## config.mk

```make
export PLATFORM = sky130hd
export DESIGN_NAME = prah_divider
export DESIGN_NICKNAME = d
export VERILOG_FILES = /design/src/rtl/prah_pkg.sv /design/src/rtl/prah_divider.sv
export SDC_FILE = /design/constraint.sdc
export NUM_CORES = 1
export LEC_CHECK = 0
export BUFFER_PORTS_ARGS = -buffer_cell sky130_fd_sc_hd__clkbuf_2
export CAP_MARGIN = 15
export CORE_MARGIN = 8
export CORE_UTILIZATION = 59
export CTS_BUF_LIST = sky130_fd_sc_hd__clkbuf_8
export DETAILED_ROUTE_END_ITERATION = 7
export PLACE_DENSITY_LB_ADDON = 0.1
export RECOVER_POWER = 25
export SETUP_SLACK_MARGIN = 0.02
export SLEW_MARGIN = 20
export SYNTH_ARGS = -nofsm -noshare
export SYNTH_HDL_FRONTEND = slang
export SYNTH_SLANG_ARGS = --single-unit
```

## constraint.sdc

```tcl
create_clock -name clk -period 4 [get_ports clk]
set_clock_uncertainty 0.05 [all_clocks]
set_input_delay 0.8 -clock clk [delete_from_list [all_inputs] [get_ports clk]]
set_output_delay 0.8 -clock clk [all_outputs]
set_load 0.02 [all_outputs]
```

## src/rtl/prah_pkg.sv

```systemverilog
`timescale 1ns / 1ps
// Shared types and constants of the pointer rest/activity heatmap.
// Used by the top level and the divider; depends on nothing.
package prah_pkg;

  // Field widths fixed by the item format.
  localparam int COORD_W      = 8;
  localparam int OP_W         = 2;
  localparam int WEIGHT_OUT_W = 24;
  localparam int COUNT_W      = 32;
  localparam int RES_W        = 9;
  localparam int CFG_IDX_W    = 1;

  // Operation codes.
  localparam logic [OP_W-1:0] OP_SAMPLE = 2'd0;
  localparam logic [OP_W-1:0] OP_READ   = 2'd1;
  localparam logic [OP_W-1:0] OP_REPORT = 2'd2;

  // Configuration register indexes.
  localparam logic [CFG_IDX_W-1:0] REG_MAP_WIDTH  = 1'b0;
  localparam logic [CFG_IDX_W-1:0] REG_MAP_HEIGHT = 1'b1;

  // Reset value of both resolution registers.
  localparam logic [RES_W-1:0] RES_RESET = 9'd256;

  // Saturating limit of the 32-bit counters.
  localparam logic [COUNT_W-1:0] COUNT_MAX = '1;

  // Input item.
  typedef struct packed {
    logic [OP_W-1:0]    op;
    logic [COORD_W-1:0] pos_x;
    logic [COORD_W-1:0] pos_y;
  } in_item_t;

  // Result item.
  typedef struct packed {
    logic                    is_rest;
    logic                    out_of_range;
    logic [WEIGHT_OUT_W-1:0] activity_weight;
    logic [WEIGHT_OUT_W-1:0] rest_weight;
    logic [COUNT_W-1:0]      mean_activity_run;
    logic [COUNT_W-1:0]      mean_rest_run;
  } out_item_t;

  // Request to the shared divider.
  typedef struct packed {
    logic               start;
    logic [COUNT_W-1:0] dividend;
    logic [COUNT_W-1:0] divisor;
  } div_req_t;

  // Response of the shared divider.
  typedef struct packed {
    logic               done;
    logic [COUNT_W-1:0] quotient;
  } div_rsp_t;

  // Saturating increment of a 32-bit counter.
  function automatic logic [COUNT_W-1:0] sat_inc(input logic [COUNT_W-1:0] v);
    sat_inc = (v == COUNT_MAX) ? v : v + 1'b1;
  endfunction

endpackage

```

## src/rtl/prah_divider.sv

```systemverilog
`timescale 1ns / 1ps
// Shared restoring divider, one quotient bit per cycle.
// Depends on prah_pkg for the request and response structs.
module prah_divider
  import prah_pkg::*;
(
  input  logic     clk,
  input  logic     rst_n,
  input  div_req_t req,
  output div_rsp_t rsp
);

  localparam int STEP_W = $clog2(COUNT_W);
  localparam logic [STEP_W-1:0] LAST_STEP = STEP_W'(COUNT_W - 1);

  logic               busy_r, busy_nxt;
  logic               done_r, done_nxt;
  logic [STEP_W-1:0]  step_r, step_nxt;
  logic [COUNT_W-1:0] rem_r, rem_nxt;
  logic [COUNT_W-1:0] quot_r, quot_nxt;
  logic [COUNT_W-1:0] dvsr_r, dvsr_nxt;
  logic [COUNT_W:0]   rem_sh;
  logic [COUNT_W:0]   diff;
  logic               fits;

  // Shift in the next dividend bit and trial-subtract the divisor.
  assign rem_sh = {rem_r, quot_r[COUNT_W-1]};
  assign diff   = rem_sh - {1'b0, dvsr_r};
  assign fits   = (rem_sh >= {1'b0, dvsr_r});

  always_comb begin
    busy_nxt = busy_r;
    done_nxt = 1'b0;
    step_nxt = step_r;
    rem_nxt  = rem_r;
    quot_nxt = quot_r;
    dvsr_nxt = dvsr_r;
    if (req.start) begin
      busy_nxt = 1'b1;
      step_nxt = '0;
      rem_nxt  = '0;
      quot_nxt = req.dividend;
      dvsr_nxt = req.divisor;
    end else if (busy_r) begin
      rem_nxt  = fits ? diff[COUNT_W-1:0] : rem_sh[COUNT_W-1:0];
      quot_nxt = {quot_r[COUNT_W-2:0], fits};
      step_nxt = step_r + 1'b1;
      if (step_r == LAST_STEP) begin
        busy_nxt = 1'b0;
        done_nxt = 1'b1;
      end
    end
  end

  // Control state is reset; the datapath is not.
  always_ff @(posedge clk) begin
    if (!rst_n) begin
      busy_r <= 1'b0;
      done_r <= 1'b0;
      step_r <= '0;
    end else begin
      busy_r <= busy_nxt;
      done_r <= done_nxt;
      step_r <= step_nxt;
    end
  end

  always_ff @(posedge clk) begin
    rem_r  <= rem_nxt;
    quot_r <= quot_nxt;
    dvsr_r <= dvsr_nxt;
  end

  assign rsp.done     = done_r;
  assign rsp.quotient = quot_r;

endmodule
```

==> Word-level counts from Yosys, hierarchy flattened <==
Index checks and enable logic that the tools add are counted.
{ "classes": {"bitwise_logic": 2, "add_sub_neg": 2, "reduce_logical": 3, "magnitude_cmp": 1, "n_mux": 7, "n_eq_ne": 1} }
{ "ops": {"columns": ["operator", "count"], "rows": [
  ["$mux 32", 3],
  ["$ge 33x32->1", 1],
  ["$sub 32x32->32", 1],
  ["$add 5x1->5 const B", 1],
  ["$eq 5x5->1 const B", 1],
  ["$mux 1", 4],
  ["$reduce_or 3->1", 1],
  ["$not 1->1", 2],
  ["$reduce_bool 2->1", 1],
  ["$reduce_or 2->1", 1]
]} }
{ "totals": {"inputBits": 67, "regBits": 103, "out_inout_bits": 33, "wordCells": 22} }

==> Depth between registers and ports, before layout <==
Gate-level depths: netlist (run 1).
{ "depth": {"word_depth": 4, "ltp_mapped": 13, "depth_no_buf": 11} }

==> Worst setup path before layout (run 1) <==
Ideal clock, no wire load.
{ "synth_timing": {"path_type": "register -> register", "from": "register quot_r[31]", "to": "register rem_r[30]", "setup_slack_ps": 1034, "setup_ps": 116, "synth_period_minus_slack_ps": 2966, "n_path_buf": 0, "path_stages_with_launch": 12, "t_required_ps": 3834, "arrival_ps": 2799, "cell_sequence": "edfxtp_1 inv_1 ha_1 fa_1 nand2b_1 a21oi_1 o31ai_4 o21ai_2 a211oi_2 o2111ai_1 or3b_2 a31o_2"} }
{ "synth_between": {"elab_chain_len": 2, "elab_cells_between_ends": 3, "cone_classes": "1 x add/sub; 1 x order compare; 1 x mux"} }
{ "synth_lines": {"columns": ["item", "line_no", "rtl"], "rows": [
  ["start: declaration", "prah_divider.sv:20", "logic [COUNT_W-1:0] quot_r, quot_nxt;"],
  ["start signal: assignment", "prah_divider.sv:70", "quot_r <= quot_nxt;"],
  ["$sub 32x32->32 or $ge 33x32->1 (tied branches)", "prah_divider.sv:28, prah_divider.sv:29", null],
  ["$mux 32 *", "prah_divider.sv:45", "rem_nxt = fits ? diff[COUNT_W-1:0] : rem_sh[COUNT_W-1:0];"],
  ["end signal: assignment", "prah_divider.sv:69", "rem_r <= rem_nxt;"],
  ["end: declaration", "prah_divider.sv:19", "logic [COUNT_W-1:0] rem_r, rem_nxt;"]
]} }
Mark *: on every way between the ends. The rest lies on a longest branch, timed or not.
A chain may end at the register's enable or synchronous reset.

==> Final worst setup path (run 1) <==
{ "layout_timing": {"from": "register dvsr_r[28]", "to": "register rem_r[5]"} }
{ "layout_between": {"elab_chain_len": 2} }
{ "layout_lines": {"columns": ["item", "line_no", "rtl"], "rows": [
  ["start: declaration", "prah_divider.sv:21", "logic [COUNT_W-1:0] dvsr_r, dvsr_nxt;"],
  ["start signal: assignment", "prah_divider.sv:71", "dvsr_r <= dvsr_nxt;"],
  ["$ge 33x32->1", "prah_divider.sv:29", "assign fits = (rem_sh >= {1'b0, dvsr_r});"],
  ["$mux 32", "prah_divider.sv:45", null]
]} }
Every way passes these cells.

==> impl_metrics.ini, run 1 <==
[global_routing]
grt_max_degree = 56
antenna_violations_before_repair = 0
globalRouteOverflowTotal = 0
wire_length_of_the_first_global_routing_pass_um = 24800
grt_pass1_vias = 5193
grt_util_all_layers_pct = 21.2

[sta]
max_slew_margin_pct = 52.1
tightest_slew_ns = 0.718
final.period_utilization_pct = 84.9
setup_tns_ns = 0
final_critical_delay_including_setup_and_external_delays_ns = 3.40
clock.fmax_mhz = 294
setup_viol = 0
final_hold_viol_count = 0
rsz0062_at_grt = false
timing.final.max_slew_violations = 0
hold_ws_ns = 0.465

[critical_path]
critPathArrivalTime_ns = 3.65
worst_path_dominant_cell_family = compound AO/OA/AOI/OAI gates
endpoint_class_of_the_critical_path = flip-flop
crit_required_ns = 4.25
critical_path_class = flip-flop to flip-flop
worst_setup_path_start_kind = flip-flop
crit_path_top_delay_cell = sky130_fd_sc_hd__a311oi_2
crit_top_cell = sky130_fd_sc_hd__buf_4
worstPathMaxFanout = 11
timing.critical_path.buf_inv = 3
slowest_delay_ns = 0.65
path_cells = inv_1 -> ha_1 -> and3_1 -> and2_1 -> a41o_1 -> a211o_1 -> a311oi_2 -> buf_4 -> buf_4 -> nand3_1 -> a311oi_1

[cts]
clk_pin_slew_worst_paths_ns = 0.10
cts_num_sinks = 103
clkLatencyLatePin_ns = 0.39
hold_buf_count_cts = 0
cts_post_setup_buffers_inserted = 0
ctsRootBufferMaster = sky130_fd_sc_hd__clkbuf_8
clock_path_buffers = 2
cts-buffers-inserted = 9
cts-htree-levels = 3
postCtsResizedCells = 0
tritoncts_clock_tree = yes

[power_and_ir_drop]
power_density_of_the_placed_cells_nw_per_um2 = 378
final_total_pwr_uw = 2660
power.static_leakage_uw = 0.00302
ir_worst_vdd_uv = 404

[routing]
met1_length_um = 6660
top_signal_layer_used = met4
vias_per_inst = 6.02
route.met2.wl_um = 7050
drc_errors = 0
totalWireLength_um = 15000
antenna_left = 0
drt_first_iter_violations = 372
route.vias.total = 5161
dr.pass1.iters = 6
route.met3.wl_um = 1020
routedWlPerCell_um = 17.5

[floorplanning]
chipWidth_um = 119
io-pin-count = 100
initial_utilization_pct = 60.5
die_y_um = 119
die_footprint_um2 = 14100
rows = 37
fp.coreArea_um2 = 10300

[hold_path]
min-delay-path-class = flip-flop to flip-flop

[logic_synthesis]
ys_types = 64
netlist.top_cell.by_area = sky130_fd_sc_hd__edfxtp_1
syn_area_um2 = 6220
syn_nets = 733
syn-instance-count = 631
synth-seq-cells = 103
synth_flop_cell = sky130_fd_sc_hd__edfxtp_1
syn-mean-instance-area_um2 = 9.85
synth_enable_flop_cells = 64
yosysSeqAreaShare_pct = 43.5
post-synth-top-count-cell = sky130_fd_sc_hd__edfxtp_1
yosys_warnings = 0
synth_top_cells_by_area = sky130_fd_sc_hd__edfxtp_1 (31%), sky130_fd_sc_hd__dfxtp_1 (13%), sky130_fd_sc_hd__ha_1 (6.8%)
synth_async_sr_flop_share_pct = 0
yosysTopAreaCellShare_pct = 30.9
yosys-top-cells-count = sky130_fd_sc_hd__edfxtp_1 (64), sky130_fd_sc_hd__nor2_1 (52), sky130_fd_sc_hd__inv_1 (44)

[placed_design]
dp_hpwl_um = 10900
gpl.final_weighted_congestion = 0.932
io_buffer_count = 99

[run_status]
outcome = complete, no violations

[flow_run]
max_cap_viol_count = 0

[layout]
fill_cells = 838
multiInputGateArea_um2 = 3200
layout.area.seq_um2 = 2700
antennaDiodeCount = 0
final_layout_size_suffix_gt1_share_pct = 24.2
syn2layout_area_growth_pct = 12.9
design.final.nets = 819
-- power breakdown --
part / switching [uW] / leakage [uW] / total, uW / internal [uW]
clock: 383 / 0.000106 / 695 / 312
combinational: 405 / 0.00196 / 689 / 284
sequential: 47.0 / 0.000955 / 1270 / 1230
-- worst min-delay path: stages (launching register included) --
cell                       delay [ns]
sky130_fd_sc_hd__dfxtp_1         0.34
sky130_fd_sc_hd__inv_1           0.06
sky130_fd_sc_hd__a311oi_1        0.07
-- layout make-up --
type | count | share of cell area [%]
multi-input cells | 449 | 45.5
flip-flops and latches | 103 | 38.5
repair buffers | 110 | 8.25
well taps | 136 | 2.42
inverters | 44 | 2.35
clock buffers | 10 | 1.96
clock inverters | 6 | 0.998
-- layout by cell type (no fill, tap or decap), drive strengths merged, types with 11 or more instances in the layout --
cell | synthesis | routed
nor2 | 52 | 52
a21o | 18 | 18
o21ai | 36 | 36
o211ai | 11 | 11
nand3 | 29 | 29
inv | 44 | 47
ha | 34 | 34
nand4 | 11 | 11
xnor2 | 18 | 18
a311oi | 24 | 24
buf | 14 | 12
edfxtp | 64 | 64
clkbuf | 21 | 108
nand2 | 39 | 39
dfxtp | 39 | 39
mux2 | 31 | 31
a21oi | 34 | 34
-- registers in the layout, summed over array words and instances (netlist names) --
register and flops:
step_r 5, rem_r 32, busy_r 1, done_r 1, dvsr_r 32, quot_r 32
-- cell families after synthesis --
kind of cell / Yosys count / share of synthesized area [%]
AOI/OAI and AO/OA: 180 / 20.8
and+or+nand+nor: 177 / 14.0
DFF: 103 / 43.5
buffers and inverters: 79 / 5.21
muxes: 35 / 6.26
adders and majority gates: 35 / 7.16
xor gates and xnor gates: 22 / 3.10
-- stage by stage --
stage | setup WS [ns] | util (%) | area (um2) | std cells
2_1_floorplan | 1.03 | - | 6220 | 631
3_3_place_gp | 0.828 | 66.3 | 6820 | 842
3_5_place_dp | 0.653 | 66.3 | 6820 | 842
4_1_cts | 0.629 | 68.3 | 7020 | 858
5_1_grt | 0.416 | 68.3 | 7020 | 858
6_report | 0.603 | 68.3 | 7020 | 858
-- path summary, 6_finish.rpt --
check,from,end,slack [ns],cells after the start
worst min register to register,rem_r[8],rem_r[9],0.46,2
worst min-delay path,rem_r[8],rem_r[9],0.46,2
worst max register to register,dvsr_r[28],rem_r[5],0.60,11
worst max-delay path,dvsr_r[28],rem_r[5],0.60,11
-- metal layers --
layer | up-vias | global-route usage (%)
li1 | 2523 | -
met1 | 2460 | 25.6
met2 | 158 | 34.9
met3 | 20 | 6.76
met4 | 0 | 7.43
met5 | - | 0
No activity file was read; power rests on OpenSTA's default activity.
==> inputs of run 2 (changes only) <==
- clock period: 4 -> 3.15 ns (I/O delays scaled with it)
==> run 2 against run 1 <==
Net effect:
- combinational power increased by 30%
- clock power up 9.9%
- global-route usage is 0.089 points higher
- wire length increased by 0.63%
- die area did not move
- largest cell class unchanged
- non-clock buffer count up 14
- first-iteration DRC count shrank 15%
- worst hold slack worse by 0.11 ns
- worst setup slack worse by 0.44 ns
- critical endpoint is now rem_r[30]
- maximum frequency up 14%
==> impl_metrics.ini, run 2 (same netlist as run 1, synthesis figures left out) <==
[cts]
cts-buffers-inserted = 9
hold_buf_count_cts = 0
cts-htree-levels = 3
clk_pin_slew_worst_paths_ns = 0.10
clock_path_buffers = 2
cts_num_sinks = 103
ctsRootBufferMaster = sky130_fd_sc_hd__clkbuf_8
tritoncts_clock_tree = yes
clkLatencyLatePin_ns = 0.39

[power_and_ir_drop]
switchingPower_uw = 1050
power.static_leakage_uw = 0.00307
power_density_of_the_placed_cells_nw_per_um2 = 460
sw_frac_of_total_pct = 32.2
ir_worst_vdd_uv = 474
power_frac_clock_pct = 23.3
internal_power_uw = 2220
comb_power_share_pct = 27.3
power.sequential.fraction_pct = 49.3

[floorplanning]
io-pin-count = 100
die_y_um = 119
rows = 37
fp.coreArea_um2 = 10300
chipWidth_um = 119
initial_utilization_pct = 60.5
die_footprint_um2 = 14100

[sta]
max_slew_margin_pct = 1.72
setup_viol = 0
final_hold_viol_count = 0
final.period_utilization_pct = 94.9
clock.fmax_mhz = 335
final_critical_delay_including_setup_and_external_delays_ns = 2.99
rsz0062_at_grt = true
timing.final.max_slew_violations = 0
tightest_slew_ns = 1.47

[critical_path]
endpoint_class_of_the_critical_path = flip-flop
startpoint = rem_r[6]
worstReg2RegStart = rem_r[6]
crit_required_ns = 3.40
worst_setup_path_start_kind = flip-flop
worstPathMaxFanout = 6
critPathArrivalTime_ns = 3.24
critical_path_class = flip-flop to flip-flop

[placed_design]
gpl.final_weighted_congestion = 0.976
io_buffer_count = 99
dp_hpwl_um = 11200
area_after_dpl_um2 = 6930
numPlacedInstances = 856

[routing]
vias_per_inst = 6.06
route.vias.total = 5281
dr.pass1.iters = 4
drc_errors = 0
drt_first_iter_violations = 318
routedWlPerCell_um = 17.3
antenna_left = 0
totalWireLength_um = 15100

[flow_run]
max_cap_viol_count = 0

[layout]
mostFrequentLayoutCells = sky130_fd_sc_hd__clkbuf_2 (99), sky130_fd_sc_hd__edfxtp_1 (64), sky130_fd_sc_hd__nor2_1 (52), sky130_fd_sc_hd__inv_1 (46), sky130_fd_sc_hd__dfxtp_1 (39)
registers_with_the_most_flip_flops = dvsr_r: 32 flops, quot_r: 32 flops, rem_r: 32 flops
mostFrequentLayoutCell = sky130_fd_sc_hd__clkbuf_2
final_layout_size_suffix_gt1_share_pct = 26.0
syn2layout_area_growth_pct = 14.5
fill_cells = 822
design.final.nets = 833
antennaDiodeCount = 0
final_cells = 872
stdcell_area_um2 = 7120

[global_routing]
antenna_violations_before_repair = 0
wire_length_of_the_first_global_routing_pass_um = 24700
globalRouteOverflowTotal = 0
grt_util_all_layers_pct = 21.3
grt_pass1_vias = 5196
grt_max_degree = 55

[hold_path]
min-delay-path-class = input port to flip-flop
min_from = req[5]

[run_status]
outcome = complete, no violations
[run 2: timing repair]
item | in CTS | in global routing
endpoints found under the setup margin | 0 | 8
setup buffers | 0 | 0
gates resized for setup | 0 | 5
[run 2: metrics by stage]
stage / power, uW / setup WS (ns) / setup TNS [ns] / hold slack [ns] / util [%]
after floorplan: 2270 / 0.184 / 0 / 0.406 / -
after global placement: 2510 / 0.170 / 0 / 0.433 / 67.5
after detailed placement: 2520 / 0.121 / 0 / 0.443 / 67.5
after CTS: 3290 / 0.0977 / 0 / 0.329 / 69.1
after global routing: 3440 / -0.00869 / -0.00869 / 0.330 / 69.3
final: 3270 / 0.161 / 0 / 0.351 / 69.3
[run 2: worst paths after layout]
path,endpoint,slack (ns),depth (start not counted)
worst max register to register,rem_r[30],0.16,9
worst min-delay path,dvsr_r[5],0.35,1
worst min register to register,rem_r[9],0.45,2
worst max-delay path,rem_r[30],0.16,9
[run 2: final cells by class]
class	instances	area (um2)	area share, %
repair buffers	124	692	9.72
flip-flops and latches	103	2700	38.0
well taps	136	170	2.39
multi-input cells	449	3220	45.2
inverters	44	165	2.32
clock buffers	9	124	1.74
clock inverters	7	48.8	0.685
[run 2: metal layers]
layer	track usage [%]	up-vias	routed length [um]
met2	32.8	190	6840
met1	26.2	2512	6670
li1	-	2546	-
met4	11.1	0	435
met3	6.90	33	1120
met5	0	-	0
[run 2: power groups by stage]
stage | Combinational, uW | Clock (uW) | Sequential [uW]
global placement | 865 | 0 | 1640
detailed placement | 882 | 0 | 1640
finish | 895 | 764 | 1620
floorplan | 578 | 0 | 1690
global route | 986 | 826 | 1630
CTS | 885 | 788 | 1610
[run 2: worst max-delay path, stage by stage, from the launching register on]
cell,delay [ns]
sky130_fd_sc_hd__dfxtp_1,0.34
sky130_fd_sc_hd__ha_1,0.39
sky130_fd_sc_hd__and2_1,0.20
sky130_fd_sc_hd__or2_2,0.33
sky130_fd_sc_hd__o31ai_4,0.34
sky130_fd_sc_hd__o21ai_2,0.14
sky130_fd_sc_hd__a211oi_4,0.33
sky130_fd_sc_hd__nor3_1,0.09
sky130_fd_sc_hd__or3b_2,0.44
sky130_fd_sc_hd__a31o_2,0.23
==> inputs of run 3 (changes only) <==
- ABC_AREA: unset -> 1
- CORE_UTILIZATION: 59 -> 60
==> run 3 against run 2 <==
Net effect:
- clock-buffer cell count rose by 1
- die area rose by 4.8%
- design area grew 5.6%
- worst setup slack improved by 0.48 ns
- critical endpoint is now dvsr_r[26]
==> impl_metrics.ini, run 3 <==
[run_status]
outcome = complete, no violations

[floorplanning]
rows = 38
die_y_um = 121
initial_utilization_pct = 61.6
chipWidth_um = 121
die_footprint_um2 = 14800
fp.coreArea_um2 = 10800
io-pin-count = 100

[power_and_ir_drop]
power.sequential.fraction_pct = 53.9
ir_worst_vdd_uv = 401
power_density_of_the_placed_cells_nw_per_um2 = 386
comb_power_share_pct = 15.5
sw_frac_of_total_pct = 28.4
switchingPower_uw = 824
internal_power_uw = 2080
power.static_leakage_uw = 0.00415
power_frac_clock_pct = 30.6

[logic_synthesis]
syn-instance-count = 963
syn-mean-instance-area_um2 = 6.93
syn_nets = 1065
synth_async_sr_flop_share_pct = 0
yosys_warnings = 0
yosys-top-cells-count = sky130_fd_sc_hd__nand2_1 (395), sky130_fd_sc_hd__inv_1 (174), sky130_fd_sc_hd__nand3_1 (73)
syn_area_um2 = 6670
synth_flop_cell = sky130_fd_sc_hd__edfxtp_1
synth-seq-cells = 103
yosysTopAreaCellShare_pct = 28.8
netlist.top_cell.by_area = sky130_fd_sc_hd__edfxtp_1
synth_enable_flop_cells = 64
post-synth-top-count-cell = sky130_fd_sc_hd__nand2_1
ys_types = 35
synth_top_cells_by_area = sky130_fd_sc_hd__edfxtp_1 (29%), sky130_fd_sc_hd__nand2_1 (22%), sky130_fd_sc_hd__dfxtp_1 (12%)
yosysSeqAreaShare_pct = 40.5

[sta]
clock.fmax_mhz = 398
tightest_slew_ns = 1.31
timing.final.max_slew_violations = 0
final_hold_viol_count = 0
rsz0062_at_grt = false
hold_ws_ns = 0.359
setup_viol = 0
max_slew_margin_pct = 12.8
final_critical_delay_including_setup_and_external_delays_ns = 2.51
final.period_utilization_pct = 79.8
setup_tns_ns = 0

[routing]
route.vias.total = 6096
antenna_left = 0
drt_first_iter_violations = 435
vias_per_inst = 5.06
dr.pass1.iters = 6
totalWireLength_um = 17100
routedWlPerCell_um = 14.2
drc_errors = 0

[layout]
mostFrequentLayoutCell = sky130_fd_sc_hd__nand2_1
design.final.nets = 1161
fill_cells = 975
final_layout_size_suffix_gt1_share_pct = 12.5
final_cells = 1204
registers_with_the_most_flip_flops = dvsr_r: 32 flops, quot_r: 32 flops, rem_r: 32 flops
syn2layout_area_growth_pct = 12.6
finalCoreUtilization_pct = 69.3
antennaDiodeCount = 0
mostFrequentLayoutCells = sky130_fd_sc_hd__nand2_1 (395), sky130_fd_sc_hd__inv_1 (175), sky130_fd_sc_hd__clkbuf_2 (98), sky130_fd_sc_hd__nand3_1 (73), sky130_fd_sc_hd__edfxtp_1 (64)
stdcell_area_um2 = 7510

[cts]
cts_post_setup_buffers_inserted = 0
cts-buffers-inserted = 9
clock_path_buffers = 2
ctsRootBufferMaster = sky130_fd_sc_hd__clkbuf_8
postCtsResizedCells = 0
hold_buf_count_cts = 0
clk_pin_slew_worst_paths_ns = 0.10
cts_num_sinks = 103
clkLatencyLatePin_ns = 0.39
cts-htree-levels = 3
tritoncts_clock_tree = yes

[global_routing]
grt_pass1_vias = 5979
antenna_violations_before_repair = 0
grt_max_degree = 40
wire_length_of_the_first_global_routing_pass_um = 28300
grt_util_all_layers_pct = 23.9
globalRouteOverflowTotal = 0

[placed_design]
gpl.final_weighted_congestion = 0.944
area_after_dpl_um2 = 7310
io_buffer_count = 99
numPlacedInstances = 1188
dp_hpwl_um = 13100

[critical_path]
slowest_delay_ns = 0.93
crit_path_top_delay_cell = sky130_fd_sc_hd__clkbuf_1
path_depth = 2
worst_setup_path_start_kind = input port
critPathArrivalTime_ns = 2.48
crit_top_cell = sky130_fd_sc_hd__clkbuf_1
worst_path_dominant_cell_family = buffers and inverters
critical_path_class = input port to flip-flop
crit_required_ns = 3.11
reg2reg_depth = 13
reg2reg_setup_slack_ns = 0.64
endpoint_class_of_the_critical_path = flip-flop
path_cells = clkbuf_1 -> clkbuf_1
timing.critical_path.buf_inv = 2
worstPathMaxFanout = 31

[flow_run]
max_cap_viol_count = 0

[hold_path]
worstHoldPathCells = 1
min-delay-path-class = input port to flip-flop
[run 3: cell count changes after synthesis, sizes merged, moves of 14 or more]
cell,delta
nand3,+45
a311oi,-24
nand3b,+22
inv,+131
a21o,-18
mux2,-31
nand2,+361
o21ai,-14
[run 3: final timing paths]
check / startpoint / endpoint
max reg2reg: dvsr_r[2] / rem_r[17]
max: req[64] / dvsr_r[26]
min: req[5] / dvsr_r[5]
min reg2reg: step_r[4] / step_r[4]
[run 3: cell families after synthesis]
logic type,after synthesis,synth area share (%)
buffers and inverters,199,11.6
AO/OA/AOI/OAI,54,4.41
XOR/XNOR,14,1.84
AND/OR/NAND/NOR,558,35.0
adder cells (fa/ha/maj),35,6.68
flip-flops,103,40.5
[run 3: cell type report]
type | count | area [um2] | area share, %
Sequential cell | 103 | 2700 | 36.0
Tap cell | 140 | 175 | 2.33
Multi-Input combinational cell | 661 | 3200 | 42.6
Timing Repair Buffer | 108 | 571 | 7.59
Inverter | 176 | 661 | 8.79
Clock inverter | 6 | 70.1 | 0.932
Clock buffer | 10 | 138 | 1.83
[run 3: power by group through the flow]
stage          clock network (uW)  logic, uW  registers, uW
2_1_floorplan                   0        230           1640
3_3_place_gp                    0        445           1590
3_5_place_dp                    0        450           1590
4_1_cts                       907        452           1560
5_1_grt                       952        501           1570
6_report                      888        450           1560
[run 3: per-layer routing]
metal	GRT usage (%)	wire length, um	vias to the layer above	part of all wire (%)
met5	0	0	-	0
li1	-	-	3168	-
met1	31.0	8160	2721	48
met3	7.17	1190	28	7.0
met2	37.1	7390	179	43
met4	8.33	356	0	2.1
[run 3: metrics by stage]
stage	power (uW)	setup WS, ns
5_1_grt	3030	0.447
4_1_cts	2920	0.670
6_report	2900	0.637
3_5_place_dp	2040	0.683
2_1_floorplan	1870	0.451
3_3_place_gp	2040	0.722
